### config.mk
export PLATFORM = sky130hd
export DESIGN_NAME = entropy_pool_chacha20_drbg_unit
export DESIGN_NICKNAME = d
export VERILOG_FILES = /design/src/design/epcd_pkg.sv /design/src/design/epcd_datapath.sv /design/src/design/epcd_ctrl.sv /design/src/design/entropy_pool_chacha20_drbg_unit.sv
export SDC_FILE = /design/constraint.sdc
export NUM_CORES = 2
export LEC_CHECK = 0
export BUFFER_PORTS_ARGS = -buffer_cell sky130_fd_sc_hd__buf_2
export CORE_MARGIN = 3
export CORE_UTILIZATION = 45
export CTS_CLUSTER_SIZE = 8
export DETAILED_ROUTE_END_ITERATION = 16
export PLACE_DENSITY_LB_ADDON = 0.08
export SYNTH_ARGS = -nofsm -noshare
export SYNTH_HDL_FRONTEND = slang
export SYNTH_HIERARCHICAL = 1
export SYNTH_SLANG_ARGS = --single-unit
### constraint.sdc
create_clock -name i_clk -period 16 [get_ports i_clk]
set_clock_uncertainty 0.05 [all_clocks]
set_input_delay 3.2 -clock i_clk [delete_from_list [all_inputs] [get_ports i_clk]]
set_output_delay 3.2 -clock i_clk [all_outputs]
set_load 0.01 [all_outputs]
### src/design/epcd_pkg.sv
// Shared types and constants for the entropy pool ChaCha20 DRBG.
package epcd_pkg;

    localparam logic [31:0] C_SIGMA0 = 32'h61707865;
    localparam logic [31:0] C_SIGMA1 = 32'h3320646e;
    localparam logic [31:0] C_SIGMA2 = 32'h79622d32;
    localparam logic [31:0] C_SIGMA3 = 32'h6b206574;
    localparam logic [8:0]  C_COUNT_MAX  = 9'd256;
    localparam logic [8:0]  C_THRESH_RST = 9'd128;
    localparam int          C_QR_STEPS   = 80;
    localparam logic        C_REQ_ENTROPY = 1'b0;
    localparam logic        C_REQ_READ    = 1'b1;
    localparam logic [1:0]  C_ADDR_THRESH = 2'd0;

    typedef logic [31:0] t_word;

    typedef struct packed {
        logic load_ent;   // latch entropy item and stir
        logic reseed;     // load key/nonce from pool
        logic init_st;    // load working state
        logic qr_step;    // one quarter round
        logic finish;     // add input, advance counter
        logic load_out;   // present output beat
        logic [2:0] beat;
        logic ent_out;    // present entropy result
    } t_cmd;

    typedef struct packed {
        logic is_read;
        logic cont;
    } t_sts;

    function automatic t_word rotl(input t_word v, input int n);
        return (v << n) | (v >> (32 - n));
    endfunction

endpackage

### src/design/epcd_datapath.sv
// Datapath: pool, key/nonce/counter, shared quarter-round unit and output register.
module epcd_datapath (
    input  logic                 i_clk,
    input  logic                 i_rst_n,
    input  epcd_pkg::t_cmd       i_cmd,
    output epcd_pkg::t_sts       o_sts,
    input  logic [111:0]         i_in_tdata,
    input  logic                 i_in_tuser,
    input  logic                 i_in_tlast,
    input  logic [8:0]           i_thresh,
    output logic [63:0]          o_word,
    output logic                 o_last,
    output logic                 o_seeded,
    output logic                 o_just
);
    epcd_pkg::t_word r_pool [16];
    epcd_pkg::t_word r_key  [8];
    epcd_pkg::t_word r_nonce [3];
    epcd_pkg::t_word r_ctr;
    epcd_pkg::t_word r_st   [16];
    logic [8:0]  r_count;
    logic [2:0]  r_qi;
    logic [63:0] r_word;
    logic        r_last, r_seeded, r_just;

    logic        w_req, w_bend, w_cont;
    epcd_pkg::t_word w_ent;
    logic [8:0]  w_credit;
    logic [63:0] w_ts;
    assign w_req    = i_in_tuser;
    assign w_ent    = i_in_tdata[31:0];
    assign w_credit = i_in_tdata[40:32];
    assign w_bend   = i_in_tlast;
    assign w_ts     = i_in_tdata[104:41];
    assign w_cont   = i_in_tdata[105];
    assign o_sts.is_read = (w_req == epcd_pkg::C_REQ_READ);
    assign o_sts.cont    = w_cont;

    // quarter-round index selection
    logic [3:0] a, b, c, d;
    logic       diag;
    assign diag = r_qi[2];
    always_comb begin
        a = {2'b00, r_qi[1:0]};
        b = diag ? {2'b01, r_qi[1:0] + 2'd1} : {2'b01, r_qi[1:0]};
        c = diag ? {2'b10, r_qi[1:0] + 2'd2} : {2'b10, r_qi[1:0]};
        d = diag ? {2'b11, r_qi[1:0] + 2'd3} : {2'b11, r_qi[1:0]};
    end

    epcd_pkg::t_word qa, qb, qc, qd, ta, tb, tc, td;
    always_comb begin
        ta = r_st[a] + r_st[b];
        td = epcd_pkg::rotl(r_st[d] ^ ta, 16);
        tc = r_st[c] + td;
        tb = epcd_pkg::rotl(r_st[b] ^ tc, 12);
        qa = ta + tb;
        qd = epcd_pkg::rotl(td ^ qa, 8);
        qc = tc + qd;
        qb = epcd_pkg::rotl(tb ^ qc, 7);
    end

    function automatic epcd_pkg::t_word init_word(input int i,
        input epcd_pkg::t_word key[8], input epcd_pkg::t_word ctr,
        input epcd_pkg::t_word nn[3]);
        epcd_pkg::t_word v;
        case (i)
            0: v = epcd_pkg::C_SIGMA0;
            1: v = epcd_pkg::C_SIGMA1;
            2: v = epcd_pkg::C_SIGMA2;
            3: v = epcd_pkg::C_SIGMA3;
            12: v = ctr;
            13: v = nn[0];
            14: v = nn[1];
            15: v = nn[2];
            default: v = key[(i - 4) % 8];
        endcase
        return v;
    endfunction

    // entropy stir
    logic [3:0] idx, i3, i13;
    epcd_pkg::t_word stir;
    logic [9:0] sum;
    logic [8:0] nxt;
    assign idx = r_count[3:0];
    assign i3  = idx + 4'd3;
    assign i13 = idx + 4'd13;
    assign stir = r_pool[idx] ^ w_ent;
    assign sum = {1'b0, r_count} + {1'b0, w_credit};
    assign nxt = !w_bend ? r_count :
                 (sum > {1'b0, epcd_pkg::C_COUNT_MAX}) ? epcd_pkg::C_COUNT_MAX : sum[8:0];

    always_ff @(posedge i_clk) begin
        if (!i_rst_n) begin
            for (int i = 0; i < 16; i++) r_pool[i] <= '0;
            for (int i = 0; i < 8; i++)  r_key[i]  <= '0;
            for (int i = 0; i < 3; i++)  r_nonce[i] <= '0;
            r_ctr   <= '0;
            r_count <= '0;
            r_qi    <= '0;
        end else begin
            if (i_cmd.load_ent) begin
                // taps read after own-word xor when idx+3 or idx+13 == idx never happens
                r_pool[idx] <= stir ^ epcd_pkg::rotl(r_pool[i3], 7)
                                    ^ epcd_pkg::rotl(r_pool[i13], 19);
                r_count <= nxt;
                r_word   <= '0;
                r_last   <= 1'b1;
                r_seeded <= (nxt >= i_thresh);
                r_just   <= (r_count < i_thresh) && (nxt >= i_thresh);
            end
            if (i_cmd.reseed) begin
                for (int i = 0; i < 8; i++) r_key[i] <= r_pool[i] ^ r_pool[i + 8];
                r_nonce[0] <= w_ts[31:0];
                r_nonce[1] <= w_ts[63:32];
                r_nonce[2] <= r_pool[15] ^ r_pool[0];
                r_ctr <= '0;
            end
            if (i_cmd.init_st) begin
                for (int i = 0; i < 16; i++) r_st[i] <= init_word(i, r_key, r_ctr, r_nonce);
                r_qi <= '0;
            end
            if (i_cmd.qr_step) begin
                r_st[a] <= qa; r_st[b] <= qb; r_st[c] <= qc; r_st[d] <= qd;
                r_qi <= r_qi + 3'd1;
            end
            if (i_cmd.finish) begin
                for (int i = 0; i < 16; i++)
                    r_st[i] <= r_st[i] + init_word(i, r_key, r_ctr, r_nonce);
                r_ctr <= r_ctr + 32'd1;
                if (r_ctr == '1) r_nonce[0] <= r_nonce[0] + 32'd1;
            end
            if (i_cmd.load_out) begin
                r_word   <= {r_st[{i_cmd.beat, 1'b1}], r_st[{i_cmd.beat, 1'b0}]};
                r_last   <= (i_cmd.beat == 3'd7);
                r_seeded <= (r_count >= i_thresh);
                r_just   <= 1'b0;
            end
        end
    end

    assign o_word   = r_word;
    assign o_last   = r_last;
    assign o_seeded = r_seeded;
    assign o_just   = r_just;
endmodule

### src/design/epcd_ctrl.sv
// Controller: sequences stir, reseed, 80 quarter rounds and the output beats (eight per read, one per entropy item).
module epcd_ctrl (
    input  logic            i_clk,
    input  logic            i_rst_n,
    input  logic            i_in_valid,
    output logic            o_in_ready,
    output logic            o_out_valid,
    input  logic            i_out_ready,
    input  epcd_pkg::t_sts  i_sts,
    output epcd_pkg::t_cmd  o_cmd
);
    typedef enum logic [5:0] {
        S_IDLE  = 6'b000001,
        S_INIT  = 6'b000010,
        S_ROUND = 6'b000100,
        S_FIN   = 6'b001000,
        S_LOAD  = 6'b010000,
        S_OUT   = 6'b100000
    } t_state;

    t_state r_state, n_state;
    logic [6:0] r_cnt, n_cnt;
    logic [2:0] r_beat, n_beat;
    logic       w_acc;

    assign o_in_ready  = (r_state == S_IDLE);
    assign w_acc       = i_in_valid && o_in_ready;
    assign o_out_valid = (r_state == S_OUT);

    always_comb begin
        n_state = r_state;
        n_cnt   = r_cnt;
        n_beat  = r_beat;
        o_cmd   = '0;
        o_cmd.beat = r_beat;
        unique case (r_state)
            S_IDLE: begin
                if (w_acc) begin
                    if (i_sts.is_read) begin
                        o_cmd.reseed = !i_sts.cont;
                        n_state = S_INIT;
                    end else begin
                        o_cmd.load_ent = 1'b1;
                        n_beat = 3'd7;
                        n_state = S_OUT;
                    end
                end
            end
            S_INIT: begin
                o_cmd.init_st = 1'b1;
                n_cnt = '0;
                n_state = S_ROUND;
            end
            S_ROUND: begin
                o_cmd.qr_step = 1'b1;
                n_cnt = r_cnt + 7'd1;
                if (r_cnt == 7'(epcd_pkg::C_QR_STEPS - 1)) n_state = S_FIN;
            end
            S_FIN: begin
                o_cmd.finish = 1'b1;
                n_beat = '0;
                n_state = S_LOAD;
            end
            S_LOAD: begin
                o_cmd.load_out = 1'b1;
                n_state = S_OUT;
            end
            S_OUT: begin
                if (i_out_ready) begin
                    if (r_beat == 3'd7) n_state = S_IDLE;
                    else begin
                        n_beat = r_beat + 3'd1;
                        n_state = S_LOAD;
                    end
                end
            end
            default: n_state = S_IDLE;
        endcase
    end

    always_ff @(posedge i_clk) begin
        if (!i_rst_n) begin
            r_state <= S_IDLE;
            r_cnt   <= '0;
            r_beat  <= '0;
        end else begin
            r_state <= n_state;
            r_cnt   <= n_cnt;
            r_beat  <= n_beat;
        end
    end

    a_round_bound: assert property (@(posedge i_clk) disable iff (!i_rst_n)
        r_state == S_ROUND |-> r_cnt < 7'(epcd_pkg::C_QR_STEPS)) else $error("round count");
    a_no_accept_busy: assert property (@(posedge i_clk) disable iff (!i_rst_n)
        r_state != S_IDLE |-> !o_in_ready) else $error("accept while busy");
    a_fin_after_round: assert property (@(posedge i_clk) disable iff (!i_rst_n)
        r_state == S_FIN |-> $past(r_state) == S_ROUND) else $error("finish order");
endmodule

### src/design/entropy_pool_chacha20_drbg_unit.sv
// Top level of the entropy pool ChaCha20 DRBG.
//  channel  dir  beat contents
//  s_axis   in   one entropy or read item
//  m_axis   out  one 64-bit result (1 per entropy item, 8 per read)
//  apb      cfg  seed_threshold at address 0
// Entropy item: accepted, result shown the next cycle.
// Read item: accepted, then init, 80 quarter rounds on one shared unit and finish,
// then a load and a present step for each of the eight output beats.
// Input is taken only while idle; output stalls hold the sequence.
// Reset is synchronous, clears pool, key, nonce and counter, threshold back to 128.
module entropy_pool_chacha20_drbg_unit (
    input  logic         i_clk,
    input  logic         i_rst_n,
    input  logic         s_axis_tvalid,
    output logic         s_axis_tready,
    // entropy_word[31:0], credit_bits[40:32], timestamp[104:41],
    // continue_read[105], zero[111:106]
    input  logic [111:0] s_axis_tdata,
    // buffer_end
    input  logic         s_axis_tlast,
    // req_type[0]
    input  logic         s_axis_tuser,
    output logic         m_axis_tvalid,
    input  logic         m_axis_tready,
    // random_word[63:0]
    output logic [63:0]  m_axis_tdata,
    output logic         m_axis_tlast,
    // seeded[0], just_seeded[1]
    output logic [1:0]   m_axis_tuser,
    input  logic         psel,
    input  logic         penable,
    input  logic         pwrite,
    input  logic [1:0]   paddr,
    input  logic [31:0]  pwdata,
    output logic [31:0]  prdata,
    output logic         pready
);
    epcd_pkg::t_cmd w_cmd;
    epcd_pkg::t_sts w_sts;
    logic [8:0] r_thresh;

    assign pready = 1'b1;
    assign prdata = (paddr == epcd_pkg::C_ADDR_THRESH) ? {23'd0, r_thresh} : '0;

    always_ff @(posedge i_clk) begin
        if (!i_rst_n) begin
            r_thresh <= epcd_pkg::C_THRESH_RST;
        end else if (psel && penable && pwrite && paddr == epcd_pkg::C_ADDR_THRESH) begin
            r_thresh <= pwdata[8:0];
        end
    end

    epcd_ctrl u_ctrl (
        .i_clk       (i_clk),
        .i_rst_n     (i_rst_n),
        .i_in_valid  (s_axis_tvalid),
        .o_in_ready  (s_axis_tready),
        .o_out_valid (m_axis_tvalid),
        .i_out_ready (m_axis_tready),
        .i_sts       (w_sts),
        .o_cmd       (w_cmd)
    );

    epcd_datapath u_dp (
        .i_clk      (i_clk),
        .i_rst_n    (i_rst_n),
        .i_cmd      (w_cmd),
        .o_sts      (w_sts),
        .i_in_tdata (s_axis_tdata),
        .i_in_tuser (s_axis_tuser),
        .i_in_tlast (s_axis_tlast),
        .i_thresh   (r_thresh),
        .o_word     (m_axis_tdata),
        .o_last     (m_axis_tlast),
        .o_seeded   (m_axis_tuser[0]),
        .o_just     (m_axis_tuser[1])
    );
endmodule

# == Word level (Yosys, flattened, before mapping) ==
# Memory sizes are Yosys's and may differ from the RTL's. A register that Yosys moved wholly into a read port is not among the register bits.
# Index checks and enable logic that the tools add are counted.
# word_totals
in_bits,155
ff_bits,488
elab_cells,287
ram_bits,1024
out_inout_bits,102
mem_count,2
# mem_list
memory,words,width,read_ports,rd_clocked_by_memory_dff,wr,line_no,rtl
u_dp.r_pool,16,32,19,1,16,epcd_datapath.sv:16,epcd_pkg::t_word r_pool [16];
u_dp.r_st,16,32,22,3,16,epcd_datapath.sv:20,epcd_pkg::t_word r_st [16];
# op_classes
eq_ne,14
bitwise_logic,38
muxes,156
order_cmp,4
addsub,31
n_reduce_logical,20
# ops
op,count
$mux W32,89
$add A32 B32 Y32,20
$xor A32 B32 Y32,16
$reduce_or A32 Y1,5
$mux W64,2
$mux W96,1
$add A32 B1 Y32 const B,2
$or A32 B7 Y32,2
$mux W4,13
$pmux W6 S6,1
$eq A32 B32 Y1 const B,1
$or A32 B12 Y32,1
$or A32 B16 Y32,1
$or A32 B19 Y32,1
$or A32 B8 Y32,1
$mux W1,29
$mux W9,3
$mux W6,4
$ge A9 B9 Y1,2
$mux W3,6
$or A1 B1 Y1,16
$pmux W7 S2,1
$add A9 B9 Y10,1
$gt A10 B9 Y1 const B,1
other kinds (28),44

# == Depth between registers and ports, before layout ==
# An unclocked memory read counts as a cell.
# depth
depth_word,16
mapped_depth,83
depth_no_buf,77

# == Modules after synthesis ==
# Netlist, hierarchy kept.
# modules_own_cells
module,n_inst,area_each_um2,cells_each
epcd_datapath,1,107155.3,10152
epcd_ctrl,1,1006.0,122
entropy_pool_chacha20_drbg_unit,1,631.9,77

# == Worst setup path after synthesis ==
# Ideal clock, no wire load.
# synth_path
kind,reg-to-reg
startpoint,reg u_dp.r_qi[0]
endpoint,"mem u_dp/r_st[5][30] (netlist bit), data pin"
slack_ps,-528
period_less_slack_ps,16528
path_stages_with_launch,83
t_arrival_ps,16209
path_cell_list,dfxtp_1 -> inv_1 -> buf_2 -> buf_1 -> clkbuf_1 -> ha_1 -> buf_4 -> buf_8 -> nand2_1 -> o21ai_1 -> clkbuf_1 -> mux4_2 -> ha_1 -> inv_1 -> fa_1 -> nand2b_1 -> a21o_1 -> a21oi_1 -> (+47 left out) -> o21bai_1 -> a21oi_1 -> o21ai_0 -> a211oi_1 -> nor2_1 -> o41ai_1 -> o211ai_1 -> o41ai_1 -> o21ba_2 -> o21ai_0 -> and2_1 -> o21ai_0 -> nor2b_1 -> xor2_1 -> xor2_1 -> nor2_1 -> a31oi_1 -> o21ai_0
# synth_lines
element,line_no,rtl
from (decl),epcd_datapath.sv:22,logic [2:0] r_qi;
from (signal assigned),epcd_datapath.sv:125,r_qi <= r_qi + 3'd1;
to (decl),epcd_datapath.sv:20,

==> flow_summary.ini <==
[cts]
cts_tree = yes
cts_hold_buf = 0
cts_root_buffer = clkbuf_16
tritoncts.num_buffers = 212
htreeDepth = 4
clock_sink_count = 1518
worstSkewPairLatency_ns = 0.93
clock_path_buffers = 3
path_clk_slew_ns = 0.06

[worst_setup_path]
slowest_delay_ns = 0.44
cp.required_ns = 16.56
cp_data_arrival_time_ns = 15.92
end_kind = flip-flop
startpoint_type = flip-flop
r2r_slack_ns = 0.64
critPathKind = flip-flop to flip-flop
cp_common_cell = a21oi_2
cpMaxStageDelayCell = fa_1
critPathMaxFanout = 6

[run_status]
status = finished clean

[global_route]
antenna_found_initial = 30
grtUsageTotal_pct = 41.0
grt_max_degree = 200
grt_remaining_overflow = 0
grt_pass1_wl_um = 705000
grt_pass1_vias = 85900

[timing]
slew-limit-headroom_pct = 5.73
fin_crit_sh_pct = 96.0
setup_ws_ns = 0.638
worst_pin_slew_ns = 1.40
final_hold_viol_count = 0
fmax_mhz = 65.1
period_minus_slack_ns = 15.36
setup_viol = 0
drv_slew = 0

[die]
die_h_um = 498
die_w_um = 498
rows = 179
initial_core_util_pct = 45.5
core_sq_mm = 0.239
top_level_ports = 257
fp.dieArea_sq_mm = 0.248

[placed_design]
routabilityCongestion = 1.07
portBuffers = 203
place_ws_ns = -0.323
hpwlAfterDp_um = 400000
placed_cells = 13700

[routing]
ant_nets = 0
routed_via_density = 6.64
drt_iter0_drc = 14000
wl_per_cell_um = 37.2
drc_errors = 0
wl_um = 523000
first_pass_iters = 6
dr_total_vias = 93300

[logic_synthesis]
ys_warn_count = 6
netlist_area_sq_mm = 0.109
synth_area_per_cell_sq_um = 10.5
syn_inst = 10300

[layout]
fillerInstances = 21600
area_delta_synth_final_pct = 13.1
layout.nets = 11400
final_cells = 14100
drive_gt1_share_pct = 18.4

[hold_path]
hp-class = flip-flop to flip-flop

[flow_run]
drv_cap = 0
## sequential cells by signal (all words and copies together), names as in the netlist, named ones only
signal          count
u_dp/r_ctr         32
u_dp/o_word        64
u_ctrl/r_state      6
u_dp/r_st         512
u_dp/r_pool       512
u_dp/r_nonce       96
u_dp/o_seeded       1
u_dp/r_key        256
u_dp/o_just         1
u_dp/o_last         1
u_ctrl/r_beat       3
u_dp/r_count        9
r_thresh            9
u_dp/r_qi           3
u_ctrl/r_cnt        7
## cell type report
cell class / count / area [sq um] / area share, %
multi-input cells: 7934 / 64900 / 52.8
flip-flops and latches: 1518 / 41300 / 33.6
clock buffers: 349 / 5900 / 4.80
repair buffers: 768 / 5350 / 4.35
well taps: 3167 / 3960 / 3.22
inverters: 293 / 1100 / 0.894
clock inverters: 19 / 442 / 0.359
diodes: 12 / 30.0 / 0.0244
## worst max-delay path: cells and delay by family (launching register included)
| family | cells | cell delay (ns) |
|---|---|---|
| simple gates | 10 | 1.37 |
| flops | 1 | 0.35 |
| xor+xnor | 7 | 1.37 |
| compound gates | 45 | 7.52 |
| buf+inv | 14 | 1.95 |
| fa+ha+maj | 7 | 2.29 |
| mux | 1 | 0.23 |
## layer usage
layer / global-route usage (%) / share of wire [%]
met5: 0 / 0.0075
met4: 29.1 / 8.8
met3: 11.1 / 12
met2: 58.2 / 41
met1: 53.9 / 38
## final timing paths
| kind | cells after the start | end | startpoint |
|---|---|---|---|
| min | 2 | r_thresh[8] | r_thresh[8] |
| max | 84 | u_dp/r_st[5][30] | u_dp/r_qi[0] |
| min reg2reg | 2 | r_thresh[8] | r_thresh[8] |
| max reg2reg | 84 | u_dp/r_st[5][30] | u_dp/r_qi[0] |
## timing repair
item	4_1_cts	5_1_grt
setup endpoints to repair	43	136
pin swaps	4	53
setup buffers	1	18
gates resized for setup	15	87
## through the flow
step                      hold WS, ns  cell area, sq um  util (%)  TNS [ns]
after floorplan                 0.393            109000         -         0
after global placement          0.407            116000      48.5     -4.03
after detailed placement        0.415            116000      48.5     -3.62
after CTS                       0.426            122000      51.2         0
after global routing            0.442            123000      51.4   -0.0745
final                           0.423            123000      51.4         0
## cell usage in the layout, fill, tap and decap left out, drive strengths merged, types with 427 or more instances in the layout
cell	instances
edfxtp	1091
ha	533
nor2	1161
dfxtp	427
o21ai	564
mux4	735
xnor2	767
a21oi	679
buf	768
nand2	959
Power is left out: the tool's default activity adds up to more than one toggle a clock period on the data nets, which glitch-free logic cannot reach.
